## config.mk

```make
export PLATFORM = sky130hd
export DESIGN_NAME = counted_led_blinker_unit
export DESIGN_NICKNAME = d
export VERILOG_FILES = /design/src/design/cled_pkg.sv /design/src/design/cled_cfg_regs.sv /design/src/design/cled_step.sv /design/src/design/counted_led_blinker_unit.sv
export SDC_FILE = /design/constraint.sdc
export NUM_CORES = 1
export LEC_CHECK = 0
export BUFFER_PORTS_ARGS = -buffer_cell sky130_fd_sc_hd__buf_2
export CELL_PAD_IN_SITES_DETAIL_PLACEMENT = 0
export CELL_PAD_IN_SITES_GLOBAL_PLACEMENT = 2
export CORE_MARGIN = 3
export CORE_UTILIZATION = 34
export DETAILED_ROUTE_END_ITERATION = 8
export PLACE_DENSITY = 0.76
export SLEW_MARGIN = 20
export SYNTH_ARGS = -nofsm -noshare
export SYNTH_HDL_FRONTEND = slang
export SYNTH_HIERARCHICAL = 1
export SYNTH_SLANG_ARGS = --single-unit
export TNS_END_PERCENT = 50
```

## constraint.sdc

```tcl
create_clock -name clk -period 2.25 [get_ports clk]
set_clock_uncertainty 0.2 [all_clocks]
set_input_delay 0.225 -clock clk [delete_from_list [all_inputs] [get_ports clk]]
set_output_delay 0.225 -clock clk [all_outputs]
set_load 0.05 [all_outputs]
```

## src/design/cled_pkg.sv

```systemverilog
// Shared types, codes and defaults for the counted LED blinker.
package cled_pkg;

  // Widths fixed by the register map and the stream fields.
  localparam int CfgIdxW   = 3;
  localparam int CfgDataW  = 16;
  localparam int CountW    = 15;
  localparam int PhaseW    = 16;
  localparam int LevelW    = 8;
  localparam int ModeW     = 2;
  localparam int InDataW   = 16;
  localparam int OutDataW  = 16;

  // Defaults for the top-level parameters.
  localparam int DefDurationBits = 16;
  localparam int DefMinPhaseMs   = 10;

  // Register indexes.
  localparam logic [CfgIdxW-1:0] REG_ON_DUR  = 3'd0;
  localparam logic [CfgIdxW-1:0] REG_OFF_DUR = 3'd1;
  localparam logic [CfgIdxW-1:0] REG_MODE    = 3'd2;
  localparam logic [CfgIdxW-1:0] REG_ON_LVL  = 3'd3;
  localparam logic [CfgIdxW-1:0] REG_OFF_LVL = 3'd4;

  // Blink modes.
  localparam logic [ModeW-1:0] MODE_OFF   = 2'd0;
  localparam logic [ModeW-1:0] MODE_ON    = 2'd1;
  localparam logic [ModeW-1:0] MODE_BLINK = 2'd2;
  localparam logic [ModeW-1:0] MODE_REV   = 2'd3;

  // Request kinds carried on tuser.
  localparam logic REQ_TICK  = 1'b0;
  localparam logic REQ_START = 1'b1;

  // Register reset values.
  localparam logic [CfgDataW-1:0] RST_ON_DUR  = 16'd50;
  localparam logic [CfgDataW-1:0] RST_OFF_DUR = 16'd50;
  localparam logic [ModeW-1:0]    RST_MODE    = MODE_ON;
  localparam logic [LevelW-1:0]   RST_ON_LVL  = 8'd255;
  localparam logic [LevelW-1:0]   RST_OFF_LVL = 8'd0;

  typedef struct packed {
    logic [CfgDataW-1:0] on_duration_ms;
    logic [CfgDataW-1:0] off_duration_ms;
    logic [ModeW-1:0]    blink_mode;
    logic [LevelW-1:0]   on_level;
    logic [LevelW-1:0]   off_level;
  } cled_cfg_t;

endpackage

```

## src/design/cled_cfg_regs.sv

```systemverilog
// Configuration register file of the counted LED blinker.
module cled_cfg_regs
  import cled_pkg::*;
(
  input  logic                clk,
  input  logic                rst_n,
  input  logic                cfg_we,
  input  logic [CfgIdxW-1:0]  cfg_index,
  input  logic [CfgDataW-1:0] cfg_wdata,
  output cled_cfg_t           cfg_o
);

  cled_cfg_t cfg_r;
  cled_cfg_t cfg_nxt;

  always_comb begin
    cfg_nxt = cfg_r;
    if (cfg_we) begin
      unique case (cfg_index)
        REG_ON_DUR:  cfg_nxt.on_duration_ms  = cfg_wdata;
        REG_OFF_DUR: cfg_nxt.off_duration_ms = cfg_wdata;
        REG_MODE:    cfg_nxt.blink_mode      = cfg_wdata[ModeW-1:0];
        REG_ON_LVL:  cfg_nxt.on_level        = cfg_wdata[LevelW-1:0];
        REG_OFF_LVL: cfg_nxt.off_level       = cfg_wdata[LevelW-1:0];
        default: ;  // Indexes past the map are dropped.
      endcase
    end
  end

  always_ff @(posedge clk) begin
    if (!rst_n) begin
      cfg_r.on_duration_ms  <= RST_ON_DUR;
      cfg_r.off_duration_ms <= RST_OFF_DUR;
      cfg_r.blink_mode      <= RST_MODE;
      cfg_r.on_level        <= RST_ON_LVL;
      cfg_r.off_level       <= RST_OFF_LVL;
    end else begin
      cfg_r <= cfg_nxt;
    end
  end

  assign cfg_o = cfg_r;

endmodule

```

## src/design/cled_step.sv

```systemverilog
// Next-state and result logic for one tick or start request.
module cled_step
  import cled_pkg::*;
#(
  parameter int DURATION_BITS = DefDurationBits,
  parameter int MIN_PHASE_MS  = DefMinPhaseMs
)(
  input  cled_cfg_t                 cfg,
  input  logic                      req_type,
  input  logic [CountW-1:0]         blink_count,
  input  logic [PhaseW-1:0]         phase_count,
  input  logic [DURATION_BITS-1:0]  time_left,
  input  logic                      timer_armed,
  input  logic [LevelW-1:0]         level_now,
  output logic [PhaseW-1:0]         phase_count_nxt,
  output logic [DURATION_BITS-1:0]  time_left_nxt,
  output logic                      timer_armed_nxt,
  output logic [LevelW-1:0]         level_now_nxt
);

  // Wide enough for both a raw duration and the full timer range.
  localparam int ExtW = (DURATION_BITS > CfgDataW) ? DURATION_BITS : CfgDataW;
  localparam logic [ExtW-1:0] TimeMask = ExtW'({DURATION_BITS{1'b1}});
  localparam logic [ExtW-1:0] MinPhase = ExtW'(MIN_PHASE_MS);
  localparam logic [DURATION_BITS-1:0] TimeOne = DURATION_BITS'(1);

  logic [PhaseW-1:0]   start_count;
  logic                odd;
  logic                go_on;
  logic [CfgDataW-1:0] delay;
  logic [ExtW-1:0]     delay_ext;
  logic [ExtW-1:0]     delay_lo;
  logic [ExtW-1:0]     delay_cl;

  // 2N-1 phases for N pulses, none for N of zero.
  always_comb begin
    start_count = {blink_count, 1'b0};
    if (start_count != '0) begin
      start_count = start_count - PhaseW'(1);
    end
  end

  assign odd = phase_count[0];

  always_comb begin
    unique case (cfg.blink_mode)
      MODE_BLINK: go_on = odd;
      MODE_REV:   go_on = !odd;
      default:    go_on = 1'b0;
    endcase
  end

  assign delay     = go_on ? cfg.on_duration_ms : cfg.off_duration_ms;
  assign delay_ext = ExtW'(delay);
  assign delay_lo  = (delay_ext < MinPhase) ? MinPhase : delay_ext;
  assign delay_cl  = (delay_lo > TimeMask) ? TimeMask : delay_lo;

  always_comb begin
    phase_count_nxt = phase_count;
    time_left_nxt   = time_left;
    timer_armed_nxt = timer_armed;
    level_now_nxt   = level_now;
    if (req_type == REQ_START) begin
      phase_count_nxt = start_count;
      time_left_nxt   = TimeOne;
      timer_armed_nxt = 1'b1;
    end else if (timer_armed) begin
      if (time_left <= TimeOne) begin
        // The timer fires on this tick.
        time_left_nxt   = '0;
        timer_armed_nxt = 1'b0;
        unique case (cfg.blink_mode)
          MODE_OFF: level_now_nxt = cfg.off_level;
          MODE_ON:  level_now_nxt = cfg.on_level;
          MODE_BLINK, MODE_REV: begin
            level_now_nxt = go_on ? cfg.on_level : cfg.off_level;
            if (phase_count != '0) begin
              time_left_nxt   = delay_cl[DURATION_BITS-1:0];
              timer_armed_nxt = 1'b1;
              phase_count_nxt = phase_count - PhaseW'(1);
            end
          end
          default: ;
        endcase
      end else begin
        time_left_nxt = time_left - TimeOne;
      end
    end
  end

endmodule

```

## src/design/counted_led_blinker_unit.sv

```systemverilog
// Top level of the counted LED blinker: input stage, state, result stage.
//
//  Channel  Direction  Beat contents
//  in_      slave      tuser: req_type (0 tick, 1 start); tdata: blink_count
//  out_     master     tdata: brightness, busy_res
//  cfg_     write      cfg_index selects a register, cfg_wdata is its value
//
// Every beat yields exactly one result beat. A beat is captured in the input
// register, and on the cycle it moves on the blinker state and the result
// register are updated together. The state update (tick countdown, phase
// step) is combinational, so one beat per clock is sustained while out_tready
// is high. A beat passes through the input register and then the result
// register before out_tvalid rises; a stalled output can hold it in the input register.
// Reset (synchronous, rst_n low) loads the register defaults and arms the
// timer to fire on the first tick. A stalled output holds its beat while
// the input register still takes one more beat; then in_tready drops.
module counted_led_blinker_unit
  import cled_pkg::*;
#(
  parameter int DURATION_BITS = DefDurationBits,
  parameter int MIN_PHASE_MS  = DefMinPhaseMs
)(
  input  logic                clk,
  input  logic                rst_n,
  // Input stream.
  input  logic                in_tvalid,
  output logic                in_tready,
  input  logic [InDataW-1:0]  in_tdata,   // [14:0] blink_count, [15] zero
  input  logic                in_tuser,   // [0] req_type
  // Result stream.
  output logic                out_tvalid,
  input  logic                out_tready,
  output logic [OutDataW-1:0] out_tdata,  // [7:0] brightness, [8] busy_res, rest zero
  // Configuration writes.
  input  logic                cfg_we,
  input  logic [CfgIdxW-1:0]  cfg_index,
  input  logic [CfgDataW-1:0] cfg_wdata
);

  cled_cfg_t cfg;

  cled_cfg_regs u_cfg (
    .clk       (clk),
    .rst_n     (rst_n),
    .cfg_we    (cfg_we),
    .cfg_index (cfg_index),
    .cfg_wdata (cfg_wdata),
    .cfg_o     (cfg)
  );

  // Input register.
  logic              s1_valid_r;
  logic              s1_req_r;
  logic [CountW-1:0] s1_count_r;

  // Blinker state.
  logic [PhaseW-1:0]        phase_count_r;
  logic [PhaseW-1:0]        phase_count_nxt;
  logic [DURATION_BITS-1:0] time_left_r;
  logic [DURATION_BITS-1:0] time_left_nxt;
  logic                     timer_armed_r;
  logic                     timer_armed_nxt;
  logic [LevelW-1:0]        level_now_r;
  logic [LevelW-1:0]        level_now_nxt;

  // Result register.
  logic              out_valid_r;
  logic [LevelW-1:0] out_level_r;
  logic              out_busy_r;

  logic advance;
  logic in_fire;

  // The item in the input register moves on when the result slot is free.
  assign advance   = s1_valid_r && (!out_valid_r || out_tready);
  assign in_tready = !s1_valid_r || advance;
  assign in_fire   = in_tvalid && in_tready;

  cled_step #(
    .DURATION_BITS (DURATION_BITS),
    .MIN_PHASE_MS  (MIN_PHASE_MS)
  ) u_step (
    .cfg             (cfg),
    .req_type        (s1_req_r),
    .blink_count     (s1_count_r),
    .phase_count     (phase_count_r),
    .time_left       (time_left_r),
    .timer_armed     (timer_armed_r),
    .level_now       (level_now_r),
    .phase_count_nxt (phase_count_nxt),
    .time_left_nxt   (time_left_nxt),
    .timer_armed_nxt (timer_armed_nxt),
    .level_now_nxt   (level_now_nxt)
  );

  // Control and state registers.
  always_ff @(posedge clk) begin
    if (!rst_n) begin
      s1_valid_r    <= 1'b0;
      out_valid_r   <= 1'b0;
      phase_count_r <= '0;
      time_left_r   <= DURATION_BITS'(1);
      timer_armed_r <= 1'b1;
      level_now_r   <= '0;
    end else begin
      if (in_fire) begin
        s1_valid_r <= 1'b1;
      end else if (advance) begin
        s1_valid_r <= 1'b0;
      end
      if (advance) begin
        out_valid_r   <= 1'b1;
        phase_count_r <= phase_count_nxt;
        time_left_r   <= time_left_nxt;
        timer_armed_r <= timer_armed_nxt;
        level_now_r   <= level_now_nxt;
      end else if (out_tready) begin
        out_valid_r <= 1'b0;
      end
    end
  end

  // Payload registers.
  always_ff @(posedge clk) begin
    if (in_fire) begin
      s1_req_r   <= in_tuser;
      s1_count_r <= in_tdata[CountW-1:0];
    end
    if (advance) begin
      out_level_r <= level_now_nxt;
      out_busy_r  <= timer_armed_nxt;
    end
  end

  assign out_tvalid = out_valid_r;
  assign out_tdata  = {{(OutDataW - LevelW - 1){1'b0}}, out_busy_r, out_level_r};

  // A held result always mirrors the state it was taken from.
  a_out_matches_state: assert property (@(posedge clk) disable iff (!rst_n)
    out_valid_r |-> (out_level_r == level_now_r) && (out_busy_r == timer_armed_r))
    else $error("result beat does not match blinker state");

  // A start request always arms the timer for the very next tick.
  a_start_arms: assert property (@(posedge clk) disable iff (!rst_n)
    (advance && (s1_req_r == REQ_START)) |=>
      timer_armed_r && (time_left_r == DURATION_BITS'(1)))
    else $error("start request did not arm the timer");

  // A tick with the timer disarmed leaves the state alone.
  a_idle_tick: assert property (@(posedge clk) disable iff (!rst_n)
    (advance && (s1_req_r == REQ_TICK) && !timer_armed_r) |=>
      $stable(phase_count_r) && $stable(time_left_r) && $stable(level_now_r)
      && !timer_armed_r)
    else $error("tick changed state while the timer was disarmed");

endmodule

```

==> results of run 1 <==
## power groups by stage
| stage | clock network (mW) | logic (mW) | registers [mW] |
|---|---|---|---|
| 6_report | 2.73 | 1.03 | 2.30 |
| 5_1_grt | 2.88 | 1.12 | 2.31 |
| 4_1_cts | 2.80 | 0.988 | 2.30 |
| 3_5_place_dp | 0 | 0.896 | 2.35 |
| 3_3_place_gp | 0 | 0.882 | 2.34 |
| 2_1_floorplan | 0 | 0.558 | 2.38 |
## what timing repair did
| item | 4_1_cts | 5_1_grt |
|---|---|---|
| gates resized for setup | 25 | 29 |
| gates cloned | 0 | 0 |
| setup buffers | 4 | 2 |
| pin swaps | 12 | 10 |
| endpoints found under the hold margin | 65 | 0 |
| endpoints found under the setup margin | 35 | 50 |
| hold buffers | 34 | 0 |
## how the worst max path moves through the flow
stage                                            start                              to  slack (ns)  cells after the start
after floorplan           time_left_r[15]$_SDFFE_PN0P_     time_left_r[0]$_SDFFE_PN1P_       -0.18                      8
after global placement    time_left_r[15]$_SDFFE_PN0P_   phase_count_r[3]$_SDFFE_PN0P_       -0.24                      9
after detailed placement  time_left_r[15]$_SDFFE_PN0P_    time_left_r[11]$_SDFFE_PN0P_       -0.31                      9
after CTS                 time_left_r[15]$_SDFFE_PN0P_   phase_count_r[9]$_SDFFE_PN0P_       -0.26                     10
after global routing       time_left_r[2]$_SDFFE_PN0P_  phase_count_r[15]$_SDFFE_PN0P_       -0.40                     10
final                      time_left_r[2]$_SDFFE_PN0P_     time_left_r[9]$_SDFFE_PN0P_       -0.31                      9
## kinds of logic (layout without fill, tap and decap cells)
group                      count (synthesis)  count (layout)  share of synthesized area [%]
and+or+nand+nor                          317             317                          24.57
muxes                                    119             119                          18.22
DFF                                      118             118                          39.59
AOI/OAI and AO/OA                         75              75                          7.035
buffers and inverters                     67             236                          5.992
xor gates and xnor gates                  27              27                          3.584
adders and majority gates                  5               5                         0.9480
other                                      1               7                        0.05683
## registers in the layout, indices dropped and copies added (netlist names)
name,count
level_now_r,8
out_busy_r,1
out_level_r,8
out_tvalid,1
phase_count_r,16
s1_count_r,15
s1_req_r,1
s1_valid_r,1
time_left_r,16
timer_armed_r,1
u_cfg/cfg_o,50
## area by class of cell
type / instances / share of cell area [%]
multi-input cells: 550 / 43.24
flip-flops and latches: 118 / 29.21
repair buffers: 190 / 16.60
clock inverters: 11 / 1.228
clock buffers: 21 / 5.510
well taps: 260 / 3.627
inverters: 14 / 0.5859
## layer usage
metal	vias up	wire length, um	GRT usage (%)
li1	2883	-	-
met1	2738	8877	24.57
met2	115	8047	26.15
met3	23	798	3.560
met4	0	348	5.935
met5	-	0	0
## through the flow
| stage | util [%] | hold WS (ns) |
|---|---|---|
| final | 47.48 | 0.03280 |
| after global routing | 47.48 | 0.04836 |
| after CTS | 46.66 | 0.01809 |
| after detailed placement | 40.98 | 0.2031 |
| after global placement | 40.98 | 0.2018 |
| after floorplan | - | 0.1239 |
## worst register-to-register path, stage by stage, from the launching register on
cell and delay (ns):
dfxtp_2 0.34, nor4_4 0.28, or4b_4 0.51, or2_4 0.28
nor3_4 0.25, buf_4 0.19, nand3_2 0.08, o22ai_1 0.16
nand2_1 0.07, mux2i_1 0.14
## Yosys cell counts, drive strengths merged, types with 2 or more instances
library cell,n
or2,3
nand2,162
o22ai,4
xnor2,16
nor2,19
nor4,22
mux2i,110
ha,5
or4,6
nor3b,2
nand3b,2
o211ai,5
a221oi,4
a21oi,20
nand4b,3
xor2,11
nor4b,2
nand4,4
nor2b,25
nor3,25
or3,7
clkbuf,25
o21ai,25
inv,14
mux2,9
nand2b,4
and4bb,3
and3,6
dfxtp,93
o31ai,5
o311ai,4
and2,2
buf,28
edfxtp,25
nand3,17
==> flow_summary_export.csv, run 1 <==
group,metric,value,unit
run_status,status,"finished, violations left",
run_status,failed_checks,"negative setup slack",
synthesis,avgSynthCellArea,9.052,sq um
placed_design,io_buffers,50,
timing,fmax,0.3899,GHz
critical_path,critical_path_required,2.38,ns
power_and_ir_drop,power_frac_comb,16.9,%
die,ioPinCount,59,
critical_path,crit_fanout,5,
clocking,cts_tree,"done",
cells_and_area,final_area,8970,sq um
critical_path,r2r-start,"time_left_r[2]$_SDFFE_PN0P_",
power_and_ir_drop,pwr-share-seq,38.0,%
synthesis,ys_seq_area_share,39.59,%
synthesis,netlist_instances,729,
power_and_ir_drop,netSwitchingFraction,27.31,%
drt,dr.first_iter.drc_count,352,
run,max-cap-violations,0,
power_and_ir_drop,peakVddDrop,0.0005494,V
synthesis,synth_area,6599,sq um
synthesis,synth_seq_cells,118,
power_and_ir_drop,clockPowerShare,45.1,%
die,die_w,145.3,um
synthesis,synth_ff_type,"dfxtp_1",
timing,setup_ws,-0.3145,ns
power_and_ir_drop,total_power,6.066,mW
timing,tightest_slew,0.8526,ns
timing,rsz0062_at_grt,"true",
grt,grt_pass1_wl,29520,um
critical_path,max_stage_delay,0.51,ns
critical_path,crit_slowest_cell,"or4b_4",
synthesis,synth_edf_count,25,
die,die_height,145.3,um
placed_design,dp_cells,1092,
clocking,clk_path_buf_depth,2,
drt,viasPerCell,4.948,
power_and_ir_drop,p_int,4.409,mW
placed_design,pre_cts_slack,-0.3062,ns
synthesis,synth_area_leader_cell,"dfxtp_1",
critical_path,path_class,"flop to flop",
cells_and_area,multi_input_area,3879,sq um
die,dieArea,21120,sq um
drt,route.detailed.drc,0,
grt,antenna_found_initial,0,
cells_and_area,register_area,2620,sq um
grt,grt-ovfl-total,0,
critical_path,critical-path-top-delay-family,"simple AND/OR/NAND/NOR gates",
critical_path,end_kind,"flop",
critical_path,r2r_cells,9,
hold_path,hp-class,"input pin to flop",
power_and_ir_drop,powerDensity,676.3,nW/um^2
drt,detail_route.wl_per_cell,15.53,um
critical_path,worstSetupStartpointType,"flop",
timing,tns,-5.518,ns
power_and_ir_drop,p_leak,3.563,nW
hold_path,hold_path_end,"u_cfg/cfg_o[5]$_SDFFE_PN0P_",
cells_and_area,stdcell_count,1164,
drt,first_pass_iters,5,
cells_and_area,fillers,1819,
die,coreArea,18890,sq um
grt,grt_max_degree,54,
clocking,clkTransAtPathRegs,0.06,ns
synthesis,netlist.area_leader.share,28.21,%
placed_design,dpl.hpwl,13010,um
cells_and_area,synthToLayoutAreaGrowth,35.93,%
synthesis,netlist_top_cells_area,"dfxtp_1, mux2i_1, edfxtp_1",
clocking,cts_root_buffer,"clkbuf_16",
clocking,cts_made_buffers,17,
die,initial_core_util,34.93,%
timing,period_minus_slack,2.565,ns
clocking,insertion_delay,0.41,ns
power_and_ir_drop,p_switching,1.657,mW
drt,drt-total-wl,18070,um
timing,hold_viol,0,
cells_and_area,drive_gt1_share,28.21,%
cells_and_area,diodes,0,
timing,setup_violations,34,
critical_path,r2r-end,"time_left_r[9]$_SDFFE_PN0P_",
hold_path,min_path_cells,3,
die,row_count,50,
critical_path,cp_cell_sequence,"nor4_4 > or4b_4 > or2_4 > nor3_4 > buf_4 > nand3_2 > o22ai_1 > nand2_1 > mux2i_1",
cells_and_area,layout_commonest_cell,"nand2_1",
placed_design,gp_congestion,0.8486,
timing,finalMaxSlewViolations,0,
grt,first_global_vias,5701,
clocking,h-tree-depth,4,
placed_design,place_area,7742,sq um
drt,ant_nets,0,
critical_path,arrival,2.69,ns
synthesis,async_flop_share,0,%
grt,grtUsageTotal,17.27,%
critical_path,r2r_slack,-0.31,ns
clocking,clkSinkCount,118,
timing,period_share,114.0,%
cells_and_area,nets,937,
synthesis,synth.distinct_cells,62,
hold_path,hp-start,"rst_n",
critical_path,cp.buffers_inverters,1,
drt,vias,5759,
synthesis,synth_warnings,6,
timing,slew_headroom,43.16,%
cells_and_area,layout_common_cells,"nand2_1, mux2i_1, buf_4",
(Power assumes the default switching activity.)
==> inputs of run 2 (changes only) <==
--- a/config.mk
+++ b/config.mk
@@ -5,13 +5,12 @@
 export SDC_FILE = /design/constraint.sdc
 export NUM_CORES = 1
 export LEC_CHECK = 0
+export ABC_CLOCK_PERIOD_IN_PS = 2250
 export BUFFER_PORTS_ARGS = -buffer_cell sky130_fd_sc_hd__buf_2
-export CELL_PAD_IN_SITES_DETAIL_PLACEMENT = 0
-export CELL_PAD_IN_SITES_GLOBAL_PLACEMENT = 2
 export CORE_MARGIN = 3
-export CORE_UTILIZATION = 34
+export CORE_UTILIZATION = 54
 export DETAILED_ROUTE_END_ITERATION = 8
-export PLACE_DENSITY = 0.76
+export PLACE_DENSITY = 0.75
 export SLEW_MARGIN = 20
 export SYNTH_ARGS = -nofsm -noshare
 export SYNTH_HDL_FRONTEND = slang
==> constraint.sdc (replaced) <==
create_clock -name clk -period 2.25 [get_ports clk]
set_clock_uncertainty 0.2 [all_clocks]
set_input_delay 0.225 -clock clk [delete_from_list [all_inputs] [get_ports clk]]
set_output_delay 0.225 -clock clk [all_outputs]
set_load 0.02 [all_outputs]
==> flow_summary_export.csv, run 2 (synthesized netlist as in run 1, its figures left out) <==
group,metric,value,unit
critical_path,max_stage_delay,0.39,ns
grt,antenna_found_initial,0,
critical_path,worstSetupStartpointType,"flop",
power_and_ir_drop,total_power,6.231,mW
grt,first_global_vias,5952,
timing,period_share,118.4,%
critical_path,path_class,"flop to flop",
clocking,clkTransAtPathRegs,0.06,ns
cells_and_area,layout_commonest_cell,"nand2_1",
clocking,cts_tree,"done",
cells_and_area,drive_gt1_share,32.14,%
cells_and_area,diodes,0,
timing,fmax,0.3755,GHz
power_and_ir_drop,powerDensity,684.8,nW/um^2
die,dieArea,13580,sq um
critical_path,critical-path-top-delay-family,"buffers and inverters",
die,initial_core_util,56.58,%
cells_and_area,largest_register_ffs,50,
drt,first_pass_iters,5,
hold_path,hp-class,"input pin to flop",
hold_path,hp-start,"out_tready",
hold_path,min_path_cells,3,
placed_design,dpl.hpwl,11790,um
cells_and_area,fillers,718,
critical_path,r2r_cells,13,
critical_path,crit_cells,13,
critical_path,crit_fanout,4,
drt,ant_nets,0,
drt,detail_route.wl_per_cell,18.50,um
critical_path,cp_cell_sequence,"nor4_1 > buf_4 > nand4_1 > mux2i_1 > buf_4 > nor3_4 > buf_4 > buf_4 > buf_6 > a221oi_2 > nor3_1 > nand2_1 > mux2i_1",
drt,drt-total-wl,19740,um
die,coreArea,11660,sq um
critical_path,arrival,2.77,ns
critical_path,r2r-end,"time_left_r[5]$_SDFFE_PN0P_",
cells_and_area,final_util,78.02,%
critical_path,r2r_slack,-0.41,ns
timing,rsz0062_at_grt,"true",
clocking,cts_made_buffers,17,
clocking,insertion_delay,0.42,ns
run_status,status,"finished, violations left",
run,max-cap-violations,0,
cells_and_area,synthToLayoutAreaGrowth,37.88,%
cells_and_area,nets,957,
timing,setup_violations,50,
clocking,clkSinkCount,118,
critical_path,crit_slowest_cell,"nor4_1",
power_and_ir_drop,peakVddDrop,0.0005796,V
critical_path,crit_top_cell,"buf_4",
cells_and_area,layout_common_cells,"nand2_1, buf_4, mux2i_1",
die,die_w,116.5,um
die,row_count,39,
drt,vias,6265,
hold_path,hold_path_end,"out_tvalid$_SDFFE_PN0P_",
timing,tightest_slew,0.8777,ns
timing,slew_headroom,41.49,%
clocking,cts_root_buffer,"clkbuf_16",
grt,grt_max_degree,72,
die,die_height,116.5,um
clocking,clk_path_buf_depth,2,
critical_path,end_kind,"flop",
critical_path,cp.buffers_inverters,5,
timing,finalMaxSlewViolations,0,
timing,setup_ws,-0.4130,ns
drt,viasPerCell,5.872,
timing,hold_viol,0,
critical_path,r2r-start,"u_cfg/cfg_o[32]$_SDFFE_PN0P_",
drt,route.detailed.drc,0,
clocking,h-tree-depth,4,
critical_path,critical_path_required,2.35,ns
drt,dr.first_iter.drc_count,597,
power_and_ir_drop,p_leak,3.687,nW
grt,grt-ovfl-total,0,
die,ioPinCount,59,
placed_design,io_buffers,50,
grt,grt_pass1_wl,29210,um
run_status,failed_checks,"negative setup slack",
placed_design,gp_congestion,0.8981,
timing,period_minus_slack,2.663,ns
grt,grtUsageTotal,27.42,%
==> run 2: cell count changes in the layout (fill, tap and decap cells not counted), moves of 3 or more <==
cell / previous run / this run
nand3_2: 2 / 5
nand2_1: 159 / 154
a21oi_2: 0 / 3
o21ai_0: 11 / 8
a221oi_2: 0 / 3
inv_6: 4 / 0
clkbuf_8: 1 / 6
buf_4: 94 / 115
clkinv_4: 4 / 0
inv_4: 0 / 3
a221oi_1: 4 / 1
nand2_2: 3 / 8
a21oi_1: 20 / 17
==> run 2: cell type report <==
cell class	instances	area [sq um]	share of cell area [%]
Clock buffer	26	540.5	5.941
Multi-Input combinational cell	550	3983	43.77
Tap cell	143	178.9	1.966
Sequential cell	118	2623	28.82
Timing Repair Buffer	210	1633	17.95
Inverter	14	57.56	0.6326
Clock inverter	6	83.83	0.9213
==> run 2: worst max path at each step <==
stage	start	endpoint	slack (ns)
3_5_place_dp	time_left_r[0]$_SDFFE_PN1P_	time_left_r[0]$_SDFFE_PN1P_	-0.31
5_1_grt	u_cfg/cfg_o[32]$_SDFFE_PN0P_	time_left_r[5]$_SDFFE_PN0P_	-0.60
4_1_cts	time_left_r[1]$_SDFFE_PN0P_	time_left_r[10]$_SDFFE_PN0P_	-0.29
3_3_place_gp	time_left_r[15]$_SDFFE_PN0P_	time_left_r[11]$_SDFFE_PN0P_	-0.24
2_1_floorplan	time_left_r[15]$_SDFFE_PN0P_	time_left_r[0]$_SDFFE_PN1P_	-0.18
6_report	u_cfg/cfg_o[32]$_SDFFE_PN0P_	time_left_r[5]$_SDFFE_PN0P_	-0.41
==> run 2: report_power, final <==
group,total (mW),leakage (nW),internal [mW],switching (mW)
combinational,1.08,2.38,0.499,0.583
clock,2.84,0.308,1.87,0.967
sequential,2.31,0.999,2.25,0.0589
==> run 2: what timing repair did <==
item / CTS / global route
pin swaps: 10 / 21
setup buffers: 9 / 9
hold endpoints to repair: 61 / 0
resized for setup: 45 / 37
hold buffers: 33 / 0
setup endpoints to repair: 47 / 50
==> run 2: tightest hold or removal path: cells and delay by family <==
family / cells / cell delay, ns
buffers and inverters: 1 / 0.11
AO/OA/AOI/OAI: 1 / 0.17
AND/OR/NAND/NOR: 1 / 0.07
==> run 2: metrics by stage <==
step                worst slack (ns)  hold slack (ns)  setup TNS (ns)  cells  cell area, sq um
finish                       -0.4130         0.001661          -10.13   1067              9099
CTS                          -0.2944         0.001188          -5.878   1058              8894
floorplan                    -0.1783           0.1239          -1.576    735              6721
detailed placement           -0.3144           0.2031          -7.311    984              7664
global placement             -0.2434           0.2015          -5.360    984              7664
global route                 -0.6031         0.007419          -14.80   1067              9099
==> run 2: layer usage <==
metal / up-vias / global-route usage, % / routed length [um]
li1: 2924 / - / -
met1: 2962 / 34.58 / 8107
met2: 298 / 45.54 / 9510
met3: 81 / 6.736 / 1340
met4: 0 / 10.32 / 777
met5: - / 0 / 0
